**src/rtl/pchc_pkg.sv**
```systemverilog
// pchc_pkg: shared types and constants for the PAN channel hop classifier.
// Used by pchc_table, pchc_score and pan_channel_hop_classifier. No dependencies.
`default_nettype none

package pchc_pkg;

  localparam int DEF_TABLE_SLOTS = 16;

  localparam logic       CMD_RECORD   = 1'b0;
  localparam logic       CMD_SCORE    = 1'b1;

  localparam logic [15:0] BROADCAST_ID = 16'hFFFF;
  localparam logic [7:0]  CHAN_FIRST   = 8'd11;
  localparam logic [7:0]  CHAN_LAST    = 8'd26;
  localparam logic [2:0]  FRAME_BEACON = 3'd0;
  localparam logic [1:0]  VERSION_ZERO = 2'd0;
  localparam logic [1:0]  ADDR_SHORT   = 2'd2;
  localparam logic [15:0] FRAMES_MAX   = 16'hFFFF;

  localparam logic [6:0] PTS_SECURED = 7'd20;
  localparam logic [6:0] PTS_VERSION = 7'd5;
  localparam logic [6:0] PTS_SHORT   = 7'd5;
  localparam logic [6:0] PTS_CH4     = 7'd70;
  localparam logic [6:0] PTS_CH3     = 7'd50;
  localparam logic [6:0] PTS_CH2     = 7'd30;
  localparam logic [6:0] PTS_BEACON  = 7'd5;
  localparam logic [6:0] SCORE_MAX   = 7'd100;

  typedef struct packed {
    logic [15:0] network;
    logic [15:0] channels;
    logic [15:0] frames;
    logic        secure_seen;
    logic        beacon_seen;
  } entry_t;

endpackage

`default_nettype wire

```
**src/rtl/pchc_table.sv**
```systemverilog
// pchc_table: slot memory with one write port and one registered read port,
// plus per-slot valid flops cleared by reset. Depends on pchc_pkg.
`default_nettype none

module pchc_table
  import pchc_pkg::*;
#(
  parameter int SLOTS = DEF_TABLE_SLOTS,
  localparam int IDX_W = (SLOTS > 1) ? $clog2(SLOTS) : 1
) (
  input  wire logic             clk,
  input  wire logic             rst,
  input  wire logic [IDX_W-1:0] rd_addr,
  output entry_t                rd_data,
  output logic                  rd_valid,
  input  wire logic             wr_en,
  input  wire logic [IDX_W-1:0] wr_addr,
  input  wire entry_t           wr_data
);

  entry_t mem [SLOTS];
  logic [SLOTS-1:0] valid;

  always_ff @(posedge clk) begin
    if (wr_en) begin
      mem[wr_addr] <= wr_data;
    end
    rd_data <= mem[rd_addr];
  end

  always_ff @(posedge clk) begin
    if (rst) begin
      valid    <= '0;
      rd_valid <= 1'b0;
    end else begin
      if (wr_en) begin
        valid[wr_addr] <= 1'b1;
      end
      rd_valid <= valid[rd_addr];
    end
  end

endmodule

`default_nettype wire

```
**src/rtl/pchc_score.sv**
```systemverilog
// pchc_score: builds the 0..100 likelihood from query fields and the hit entry.
// Depends on pchc_pkg.
`default_nettype none

module pchc_score
  import pchc_pkg::*;
(
  input  wire logic        broadcast,
  input  wire logic        secured,
  input  wire logic [1:0]  version_field,
  input  wire logic [1:0]  address_mode,
  input  wire logic        hit,
  input  wire logic [15:0] channels,
  input  wire logic        beacon_seen,
  output logic [6:0]       likelihood
);

  logic [4:0] n_chan;
  logic [6:0] sum;

  always_comb begin
    n_chan = 5'($countones(channels));
    sum    = '0;
    if (secured)                     sum = sum + PTS_SECURED;
    if (version_field == VERSION_ZERO) sum = sum + PTS_VERSION;
    if (address_mode == ADDR_SHORT)    sum = sum + PTS_SHORT;
    if (hit) begin
      if (n_chan >= 5'd4)      sum = sum + PTS_CH4;
      else if (n_chan == 5'd3) sum = sum + PTS_CH3;
      else if (n_chan == 5'd2) sum = sum + PTS_CH2;
      if (beacon_seen)         sum = sum + PTS_BEACON;
    end
    if (broadcast)             likelihood = '0;
    else if (sum > SCORE_MAX)  likelihood = SCORE_MAX;
    else                       likelihood = sum;
  end

endmodule

`default_nettype wire

```
**src/rtl/pan_channel_hop_classifier.sv**
```systemverilog
// pan_channel_hop_classifier: top level, scan sequencer over the slot table.
// Depends on pchc_pkg, pchc_table, pchc_score.
//
//   channel  direction  signals
//   in       sink       in_valid, in_ready, cmd, network_id, kind_of_frame,
//                       secured, radio_channel, version_field, address_mode
//   out      source     out_valid, out_ready, likelihood
//
// Items are taken one at a time. The table is scanned slot by slot through its
// single registered read port, each slot passing through S_READ then S_CHECK,
// stopping at a match or at the last slot. A record that is filtered out is
// dropped in S_IDLE. Reset clears valid flops and the fill count. A result waits
// in the output register; the next item is taken meanwhile, and only a new result
// stalls until the previous one is transferred.
`default_nettype none

module pan_channel_hop_classifier
  import pchc_pkg::*;
#(
  parameter int TABLE_SLOTS = DEF_TABLE_SLOTS
) (
  input  wire logic        clk,
  input  wire logic        rst,
  input  wire logic        in_valid,
  output logic             in_ready,
  input  wire logic        cmd,
  input  wire logic [15:0] network_id,
  input  wire logic [2:0]  kind_of_frame,
  input  wire logic        secured,
  input  wire logic [7:0]  radio_channel,
  input  wire logic [1:0]  version_field,
  input  wire logic [1:0]  address_mode,
  output logic             out_valid,
  input  wire logic        out_ready,
  output logic [6:0]       likelihood
);

  localparam int IDX_W = (TABLE_SLOTS > 1) ? $clog2(TABLE_SLOTS) : 1;
  localparam int CNT_W = $clog2(TABLE_SLOTS + 1);

  typedef enum logic [4:0] {
    S_IDLE  = 5'b00001,
    S_READ  = 5'b00010,
    S_CHECK = 5'b00100,
    S_WRITE = 5'b01000,
    S_DONE  = 5'b10000
  } state_t;

  state_t state, state_next;

  // latched item
  logic        cmd_q;
  logic [15:0] id_q;
  logic [2:0]  kind_q;
  logic        sec_q;
  logic [7:0]  chan_q;
  logic [1:0]  ver_q;
  logic [1:0]  amode_q;

  logic [IDX_W-1:0] scan_idx;
  logic [IDX_W-1:0] hit_idx;
  logic [IDX_W-1:0] victim;
  logic [15:0]      min_frames;
  logic             min_set;
  logic             hit;
  entry_t           hit_entry;
  logic [CNT_W-1:0] slots_used;

  entry_t           rd_data;
  logic             rd_valid;
  logic             wr_en;
  logic [IDX_W-1:0] wr_addr;
  entry_t           wr_data;
  entry_t           base;
  logic [6:0]       score;

  logic accept, drop, id_bcast, chan_ok, match, last, full, load_out;
  logic [3:0] chan_bit;

  assign in_ready = (state == S_IDLE);
  assign accept   = in_valid && in_ready;
  assign id_bcast = (network_id == BROADCAST_ID);
  assign chan_ok  = (radio_channel >= CHAN_FIRST) && (radio_channel <= CHAN_LAST);
  assign drop     = (cmd == CMD_RECORD) && (id_bcast || !chan_ok);
  assign match    = rd_valid && (rd_data.network == id_q);
  assign last     = (scan_idx == IDX_W'(TABLE_SLOTS - 1));
  assign full     = (slots_used == CNT_W'(TABLE_SLOTS));
  assign load_out = (state == S_DONE) && (!out_valid || out_ready);
  assign chan_bit = 4'(chan_q - CHAN_FIRST);

  pchc_table #(.SLOTS(TABLE_SLOTS)) u_table (
    .clk      (clk),
    .rst      (rst),
    .rd_addr  (scan_idx),
    .rd_data  (rd_data),
    .rd_valid (rd_valid),
    .wr_en    (wr_en),
    .wr_addr  (wr_addr),
    .wr_data  (wr_data)
  );

  pchc_score u_score (
    .broadcast     (id_q == BROADCAST_ID),
    .secured       (sec_q),
    .version_field (ver_q),
    .address_mode  (amode_q),
    .hit           (hit),
    .channels      (hit_entry.channels),
    .beacon_seen   (hit_entry.beacon_seen),
    .likelihood    (score)
  );

  // record update: hit entry, fresh slot, or evicted lowest-count slot
  always_comb begin
    base = '0;
    if (hit) begin
      wr_addr = hit_idx;
      base    = hit_entry;
    end else if (!full) begin
      wr_addr = slots_used[IDX_W-1:0];
    end else begin
      wr_addr = victim;
    end
    base.network = id_q;
    wr_data = base;
    wr_data.channels    = base.channels | (16'd1 << chan_bit);
    wr_data.frames      = (base.frames != FRAMES_MAX) ? base.frames + 16'd1 : base.frames;
    wr_data.secure_seen = base.secure_seen | sec_q;
    wr_data.beacon_seen = base.beacon_seen | (kind_q == FRAME_BEACON);
    wr_en = (state == S_WRITE);
  end

  always_comb begin
    state_next = state;
    unique case (state)
      S_IDLE: begin
        if (accept && !drop) begin
          if (cmd == CMD_SCORE && id_bcast) state_next = S_DONE;
          else                              state_next = S_READ;
        end
      end
      S_READ:  state_next = S_CHECK;
      S_CHECK: begin
        if (match || last) begin
          state_next = (cmd_q == CMD_RECORD) ? S_WRITE : S_DONE;
        end else begin
          state_next = S_READ;
        end
      end
      S_WRITE: state_next = S_IDLE;
      S_DONE:  if (load_out) state_next = S_IDLE;
      default: state_next = S_IDLE;
    endcase
  end

  always_ff @(posedge clk) begin
    if (rst) begin
      state      <= S_IDLE;
      slots_used <= '0;
      out_valid  <= 1'b0;
      hit        <= 1'b0;
      min_set    <= 1'b0;
      scan_idx   <= '0;
    end else begin
      state <= state_next;
      if (accept) begin
        hit      <= 1'b0;
        min_set  <= 1'b0;
        scan_idx <= '0;
      end
      if (state == S_CHECK) begin
        if (match) begin
          hit <= 1'b1;
        end else begin
          if (rd_valid && (!min_set || rd_data.frames < min_frames)) begin
            min_set <= 1'b1;
          end
          if (!last) scan_idx <= scan_idx + 1'b1;
        end
      end
      if (wr_en && !hit && !full) begin
        slots_used <= slots_used + 1'b1;
      end
      if (load_out)       out_valid <= 1'b1;
      else if (out_ready) out_valid <= 1'b0;
    end
  end

  always_ff @(posedge clk) begin
    if (accept) begin
      cmd_q   <= cmd;
      id_q    <= network_id;
      kind_q  <= kind_of_frame;
      sec_q   <= secured;
      chan_q  <= radio_channel;
      ver_q   <= version_field;
      amode_q <= address_mode;
    end
    if (state == S_CHECK) begin
      if (match) begin
        hit_idx   <= scan_idx;
        hit_entry <= rd_data;
      end else if (rd_valid && (!min_set || rd_data.frames < min_frames)) begin
        min_frames <= rd_data.frames;
        victim     <= scan_idx;
      end
    end
    if (load_out) likelihood <= score;
  end

`ifndef SYNTHESIS
  a_write_only_record: assert property (@(posedge clk) disable iff (rst)
    wr_en |-> (cmd_q == CMD_RECORD))
    else $error("table write during score query");

  a_fill_bound: assert property (@(posedge clk) disable iff (rst)
    slots_used <= CNT_W'(TABLE_SLOTS))
    else $error("fill count beyond table size");

  a_result_from_score: assert property (@(posedge clk) disable iff (rst)
    $rose(out_valid) |-> (cmd_q == CMD_SCORE))
    else $error("result produced by a record item");

  a_score_range: assert property (@(posedge clk) disable iff (rst)
    out_valid |-> (likelihood <= SCORE_MAX))
    else $error("likelihood above clamp");

  a_evict_when_full: assert property (@(posedge clk) disable iff (rst)
    (wr_en && !hit && full) |-> min_set)
    else $error("eviction without a victim");
`endif

endmodule

`default_nettype wire
```
**config.mk**
```make
export PLATFORM = sky130hd
export DESIGN_NAME = pan_channel_hop_classifier
export DESIGN_NICKNAME = d
export VERILOG_FILES = /design/src/rtl/pchc_pkg.sv /design/src/rtl/pchc_table.sv /design/src/rtl/pchc_score.sv /design/src/rtl/pan_channel_hop_classifier.sv
export SDC_FILE = /design/constraint.sdc
export NUM_CORES = 1
export LEC_CHECK = 0
export ABC_AREA = 1
export BUFFER_PORTS_ARGS = -buffer_cell sky130_fd_sc_hd__buf_2
export CAP_MARGIN = 20
export CORE_UTILIZATION = 50
export DETAILED_ROUTE_END_ITERATION = 7
export PLACE_DENSITY_LB_ADDON = 0.08
export SYNTH_ARGS = -nofsm -noshare
export SYNTH_HDL_FRONTEND = slang
export SYNTH_SLANG_ARGS = --single-unit
```
**constraint.sdc**
```tcl
create_clock -name clk -period 7.46 [get_ports clk]
set_input_delay 0.746 -clock clk [delete_from_list [all_inputs] [get_ports clk]]
set_output_delay 0.746 -clock clk [all_outputs]
set_load 0.03 [all_outputs]
```
== After elaboration in Yosys (flattened, before gate mapping) ==
Memories as Yosys holds them, arrays and structs flattened. A register that Yosys moved wholly into a read port is not among the register bits.
Index checks and enable logic that the tools add are counted.

* Add/subtract/negate cells: 25
* $lt $le $gt $ge: 8
* Equal/unequal tests: 16
* Shift-type cells: 1
* Muxes and demuxes: 39
* Bitwise operators: 6
* Reduce and logical (&&, ||, !) cells: 28

{| class="wikitable"
|+ Operators with widths
! operator !! number
|-
| $mux W7 || 9
|-
| $add A5 B5 Y5 || 7
|-
| $mux W34 || 1
|-
| $eq A16 B16 Y1 const B || 2
|-
| $or A16 B16 Y16 || 2
|-
| $mux W5 || 6
|-
| $mux W4 || 6
|-
| $pmux W5 S4 || 1
|-
| $add A1 B1 Y2 || 8
|-
| $add A16 B1 Y16 const B || 1
|-
| $eq A16 B16 Y1 || 1
|-
| $lt A16 B16 Y1 || 1
|-
| $mux W16 || 1
|-
| $ne A16 B16 Y1 const B || 1
|-
| $shl A1 B4 Y16 const A || 1
|-
| $eq A5 B2 Y1 const B || 3
|-
| $add A7 B3 Y7 const B || 2
|-
| $mux W1 || 13
|-
| $logic_and A1 B1 Y1 || 11
|-
| $eq A5 B5 Y1 const B || 2
|-
| $lt A4 B5 Y1 const B || 2
|-
| $ge A8 B4 Y1 const B || 1
|-
| $le A8 B5 Y1 const B || 1
|-
| $add A7 B5 Y7 const B || 1
|-
| other kinds (28) || 39
|}

* Register bits: 128
* Memory bits (writable): 800
* Bits of input ports: 37
* Output and inout bits: 9
* Word-level logic and storage cells: 148
* Memories: 1

{| class="wikitable"
|+ Memory list
! memory !! depth !! bits a word !! read ports !! clocked after memory_dff !! write ports !! RTL line !! RTL
|-
| u_table.mem || 16 || 50 || 1 || 1 || 1 || pchc_table.sv:21 || <nowiki>entry_t mem [SLOTS];</nowiki>
|}

== Logic depth before layout (Yosys ltp) ==
* Word-level depth: 15
* Mapped depth: 28

== Modules after synthesis ==
Synthesis repeated with hierarchy kept, for this count alone.

* Cell total of the unflattened synthesis: 3271
* Area, all modules: 39963.3 µm²

{| class="wikitable"
|+ Modules (own cells, without submodules)
! module !! times used !! cells each !! area an instance (µm²) !! seq. area each (µm²)
|-
| pchc_table || 1 || 2504 || 33301.9 || 25364.3
|-
| pan_channel_hop_classifier || 1 || 557 || 5431.5 || 3163.0
|-
| pchc_score || 1 || 210 || 1229.9 || 0.0
|}

== Least setup slack after synthesis ==
No wires, ideal clock.

* Kind: reg2reg
* Start point: reg hit_entry[18] (netlist name)
* End point: reg likelihood[4], data pin
* Library setup time: 252 ps
* Arrival: 4823 ps
* Required time: 7208 ps
* Setup slack: 2385 ps
* Stages on the path, launching flop included: 27
* Path buffers: 0
* Period minus slack after synthesis: 5075 ps
* Cells stage by stage: edfxtp_1 ha_1 inv_1 fa_1 fa_1 fa_1 fa_1 inv_1 ha_1 fa_1 inv_1 nand3_1 inv_2 nand4_1 and2_1 ha_1 inv_1 nand2_1 nand3b_1 nand3_1 o21ai_1 nor2_1 nor2_1 nand2_1 nand3_2 nand2_2 nor2_1

* Cells in the longest elaborated chain, start to end: 14

{| class="wikitable"
|+ Ends and longest elaborated chain
! element !! RTL line !! RTL
|-
| start: declaration || pan_channel_hop_classifier.sv:66 || <nowiki>entry_t hit_entry;</nowiki>
|-
| start signal: assignment || pan_channel_hop_classifier.sv:202 || <nowiki>hit_entry <= rd_data;</nowiki>
|-
| $add A1 B1 Y2 (implied by the code) * || pchc_score.sv:22 || <nowiki>n_chan = 5'($countones(channels));</nowiki>
|-
| $add A5 B5 Y5 (implied by the code) * (3 in a row) || pchc_score.sv:22 ||
|-
| $eq A5 B2 Y1 || pchc_score.sv:30 || <nowiki>else if (n_chan == 5'd2) sum = sum + PTS_CH2;</nowiki>
|-
| $mux W7 || pchc_score.sv:30 ||
|-
| $mux W7 || pchc_score.sv:29 || <nowiki>else if (n_chan == 5'd3) sum = sum + PTS_CH3;</nowiki>
|-
| $mux W7 * || pchc_score.sv:28 || <nowiki>if (n_chan >= 5'd4) sum = sum + PTS_CH4;</nowiki>
|-
| $mux W7 * || pchc_score.sv:27 || <nowiki>if (hit) begin</nowiki>
|-
| $add A7 B3 Y7 || pchc_score.sv:31 || <nowiki>if (beacon_seen) sum = sum + PTS_BEACON;</nowiki>
|-
| $mux W7 * || pchc_score.sv:31 ||
|-
| $mux W7 * || pchc_score.sv:27 ||
|-
| $gt A7 B7 Y1 || pchc_score.sv:34 || <nowiki>else if (sum > SCORE_MAX) likelihood = SCORE_MAX;</nowiki>
|-
| $reduce_or A2 Y1 (no source line) || -- ||
|-
| end signal: assignment || pan_channel_hop_classifier.sv:208 || <nowiki>if (load_out) likelihood <= score;</nowiki>
|-
| end: declaration || pan_channel_hop_classifier.sv:35 || <nowiki>output logic [6:0] likelihood</nowiki>
|}

Mark *: on every way between the ends. The rest lies on a longest branch, timed or not. The select of a mux whose other input is x is not followed.
A chain may end at the register's enable or synchronous reset.

== Worst setup path in the final report ==
* Start point: reg hit_entry[18] (netlist name)
* End point: reg likelihood[1], data pin

Same word-level chain as after synthesis.

==> flow_summary.json <==
{
  "status": "completed",
  "globalplace.congestion": 0.873,
  "firstDrtPassIters": 6,
  "grt_antenna_before_repair": 0,
  "powerDensity_mw_per_mm2": 263,
  "clock_skew_ns": 0.0337,
  "start_util_pct": 50.9,
  "ys_ff_latch": 960,
  "synth_nets": 3082,
  "r2r_end": "likelihood[1]",
  "rows": 100,
  "cts_tree": "yes",
  "die_w_um": 278,
  "p_total_mw": 11.3,
  "clk_latency_ns": 0.67,
  "synth-edff-count": 877,
  "hp-class": "primary input to register",
  "syn_inst": 2996,
  "final_antenna_net_count": 0,
  "drc": 0,
  "maxSlewViolCount": 0,
  "r2r-start": "hit_entry[18]",
  "period_needed_ns": 5.53,
  "htreeDepth": 3,
  "ctsResizeCount": 0,
  "end_kind": "register",
  "clockBufferDepth": 3,
  "dp_hpwl_um": 52000,
  "postCtsSetupBuffers": 0,
  "cts_buffers": 98,
  "fmax_ghz": 0.181,
  "fillCellCount": 5962,
  "seq_area_mm2": 0.0280,
  "setup.worst_path.end": "likelihood[1]",
  "crit_arrival_ns": 5.93,
  "ys_seq_area_share_pct": 73.5,
  "routed_wl_um": 102000,
  "worst_pin_slew_ns": 1.15,
  "multi_input_comb_area_mm2": 0.00909,
  "cts_hold_buf": 0,
  "clk_pin_slew_ns": 0.06,
  "drive_gt1_share_pct": 10.7,
  "drv_cap": 0,
  "die_height_um": 278,
  "fin_crit_sh_pct": 74.1,
  "avgSynthCellArea_um2": 12.7,
  "antennaDiodeCount": 0,
  "start_kind": "register",
  "final_nets": 3134,
  "rsz0062_at_grt": "false",
  "slew-limit-headroom_pct": 23.3,
  "leakage_nw": 15.1,
  "finalSetupTns_ns": 0,
  "startpoint": "hit_entry[18]",
  "drtIter0Drc": 2601,
  "critical_path.max_fanout": 5,
  "async_flop_share_pct": 0,
  "rrSetupSlack_ns": 1.93,
  "cts_sinks": 960,
  "cts-root-buf": "clkbuf_16",
  "portBuffers": 45,
  "track_usage_pct": 26.5,
  "via_count": 24400,
  "grt-ovfl-total": 0,
  "reg2regPathDepth": 26,
  "die_area_mm2": 0.0773,
  "ir_drop_v": 0.000211,
  "yosysWarnings": 0,
  "synthDistinctLibCells": 47,
  "grt_max_degree": 208,
  "synth_flop_cell": "edfxtp_1",
  "io_pins": 46,
  "vias_per_cell": 5.94,
  "required_ns": 7.86,
  "wl_per_cell_um": 24.9,
  "grt_pass1_wl_um": 152000,
  "coreArea_mm2": 0.0749,
  "grt_pass1_vias": 23900,
  "area_delta_synth_final_pct": 12.8,
  "synth_area_leaders": "edfxtp_1 69%, nand2_1 4.6%, dfxtp_1 4.4%, o21ai_0 4.0%, nor2_1 3.1%",
  "netlist_area_mm2": 0.0381,
  "finalSetupViolCount": 0,
  "worst-setup-path-type": "register to register",
  "synth_top_area_share_pct": 69.1,
  "hold_violations": 0,
  "synth_area_leader_cell": "edfxtp_1"
}
## state kept, by name (all words and copies together) (netlist names), 2 cells and up
register	cells
victim	4
min_frames	16
id_q	16
hit_entry	33
u_table.rd_data	49
scan_idx	4
hit_idx	4
chan_q	4
amode_q	2
ver_q	2
u_table.valid	16
likelihood	7
kind_q	3
u_table.mem	784
state	5
slots_used	5
## routing by layer
layer  GRT usage [%]  up-vias  part of all wire [%]
met1            36.2    12200                    42
met3            3.13      178                   6.4
met2            44.3      916                    49
met5               0        -                     0
met4            8.80        0                   2.9
li1                -    11100                     -
## how the worst min path moves through the flow
stage / start / depth (start not counted) / end / slack, ns
floorplan: u_table.rd_data[0] / 0 / hit_entry[0] / 0.39
CTS: kind_of_frame[1] / 1 / kind_q[1] / 0.23
finish: version_field[0] / 1 / ver_q[0] / 0.26
global route: kind_of_frame[1] / 1 / kind_q[1] / 0.25
detailed placement: u_table.rd_data[25] / 0 / hit_entry[25] / 0.39
global placement: u_table.rd_data[25] / 0 / hit_entry[25] / 0.40
## where the power goes
| part | switching, mW | leakage (nW) | internal, mW |
|---|---|---|---|
| clock network | 2.03 | 1.61 | 2.91 |
| logic | 0.246 | 4.98 | 0.100 |
| registers | 0.0776 | 8.50 | 5.93 |
## metrics by stage
stage | instance area, um^2 | hold WS, ns | utilization (%) | worst slack [ns] | std cells
floorplan | 38100 | 0.386 | - | 2.39 | 2996
global placement | 39500 | 0.402 | 52.7 | 2.01 | 3902
detailed placement | 39600 | 0.394 | 52.8 | 1.95 | 3905
CTS | 42900 | 0.233 | 57.2 | 1.93 | 4090
global route | 43000 | 0.246 | 57.4 | 1.50 | 4102
finish | 43000 | 0.260 | 57.4 | 1.93 | 4102
## cell families (layout without fill, tap and decap cells)
kind of cell               Yosys count  after routing  synth area share (%)
AOI/OAI and AO/OA                  643            643                  9.75
xor gates and xnor gates            22             22                 0.506
adders and majority gates           49             49                  1.83
buffers and inverters              306            443                  3.09
DFF                                960            960                  73.5
and+or+nand+nor                   1016           1016                  11.4
## area by class of cell
| cell class | count | area share (%) |
|---|---|---|
| flip-flops and latches | 960 | 65.2 |
| multi-input cells | 1730 | 21.1 |
| clock buffers | 144 | 6.68 |
| well taps | 969 | 2.82 |
| repair buffers | 117 | 1.96 |
| inverters | 141 | 1.25 |
| clock inverters | 41 | 0.972 |
## critical path: stages (launching register included)
cell and delay [ns]:
edfxtp_1 0.40, ha_1 0.29, inv_1 0.05, fa_1 0.45, fa_1 0.50, fa_1 0.52
fa_1 0.61, inv_1 0.06, ha_1 0.23, fa_1 0.44, inv_1 0.10, nand3_1 0.10
inv_2 0.10, nand4_1 0.11, and2_1 0.20, ha_1 0.19, inv_1 0.07, nand2_1 0.06
nand3b_1 0.16, nand3_1 0.09, o21ai_1 0.09, nor2_1 0.13, nor2_1 0.05, nand2_1 0.07
nand3_2 0.08, nand2_2 0.09, nor2_1 0.04
## cell usage after synthesis (all sizes together), types with 11 or more instances
| master | number |
|---|---|
| edfxtp | 877 |
| o21ai | 309 |
| o22ai | 64 |
| a21oi | 154 |
| a221oi | 61 |
| o221ai | 39 |
| dfxtp | 83 |
| nor3 | 14 |
| nand3 | 123 |
| nor2 | 317 |
| nand4 | 63 |
| inv | 140 |
| clkbuf | 137 |
| ha | 38 |
| nand2 | 477 |
| xor2 | 14 |
| buf | 28 |
| fa | 11 |
## cell usage in the layout (no fill, tap or decap), types with 4 or more instances in the layout
master,Yosys,routed
dfxtp_4,0,4
xor2_1,14,14
o211ai_1,7,7
clkbuf_8,0,14
a21oi_1,154,153
nor2_1,310,292
or2_2,4,4
clkinv_2,0,17
inv_2,6,8
nand2_4,3,4
buf_12,0,6
dfxtp_1,83,78
clkbuf_1,137,27
inv_1,134,129
a221oi_1,61,61
o21ai_0,305,304
o21ai_1,4,5
xnor2_1,8,8
o221ai_1,39,39
nor3_1,10,10
nand3b_1,4,4
nand4_1,62,62
nand2_2,10,10
clkinv_1,1,14
nand3_2,5,5
nor2_2,5,5
nor2_4,2,20
buf_2,11,45
ha_1,38,38
o22ai_1,64,64
bufinv_16,0,7
nand2_1,464,463
clkbuf_16,0,103
edfxtp_1,877,877
nor3_2,4,4
fa_1,11,11
buf_4,0,65
nor4_1,8,8
nand3_1,118,118
Power figures use the tool's default switching activity.
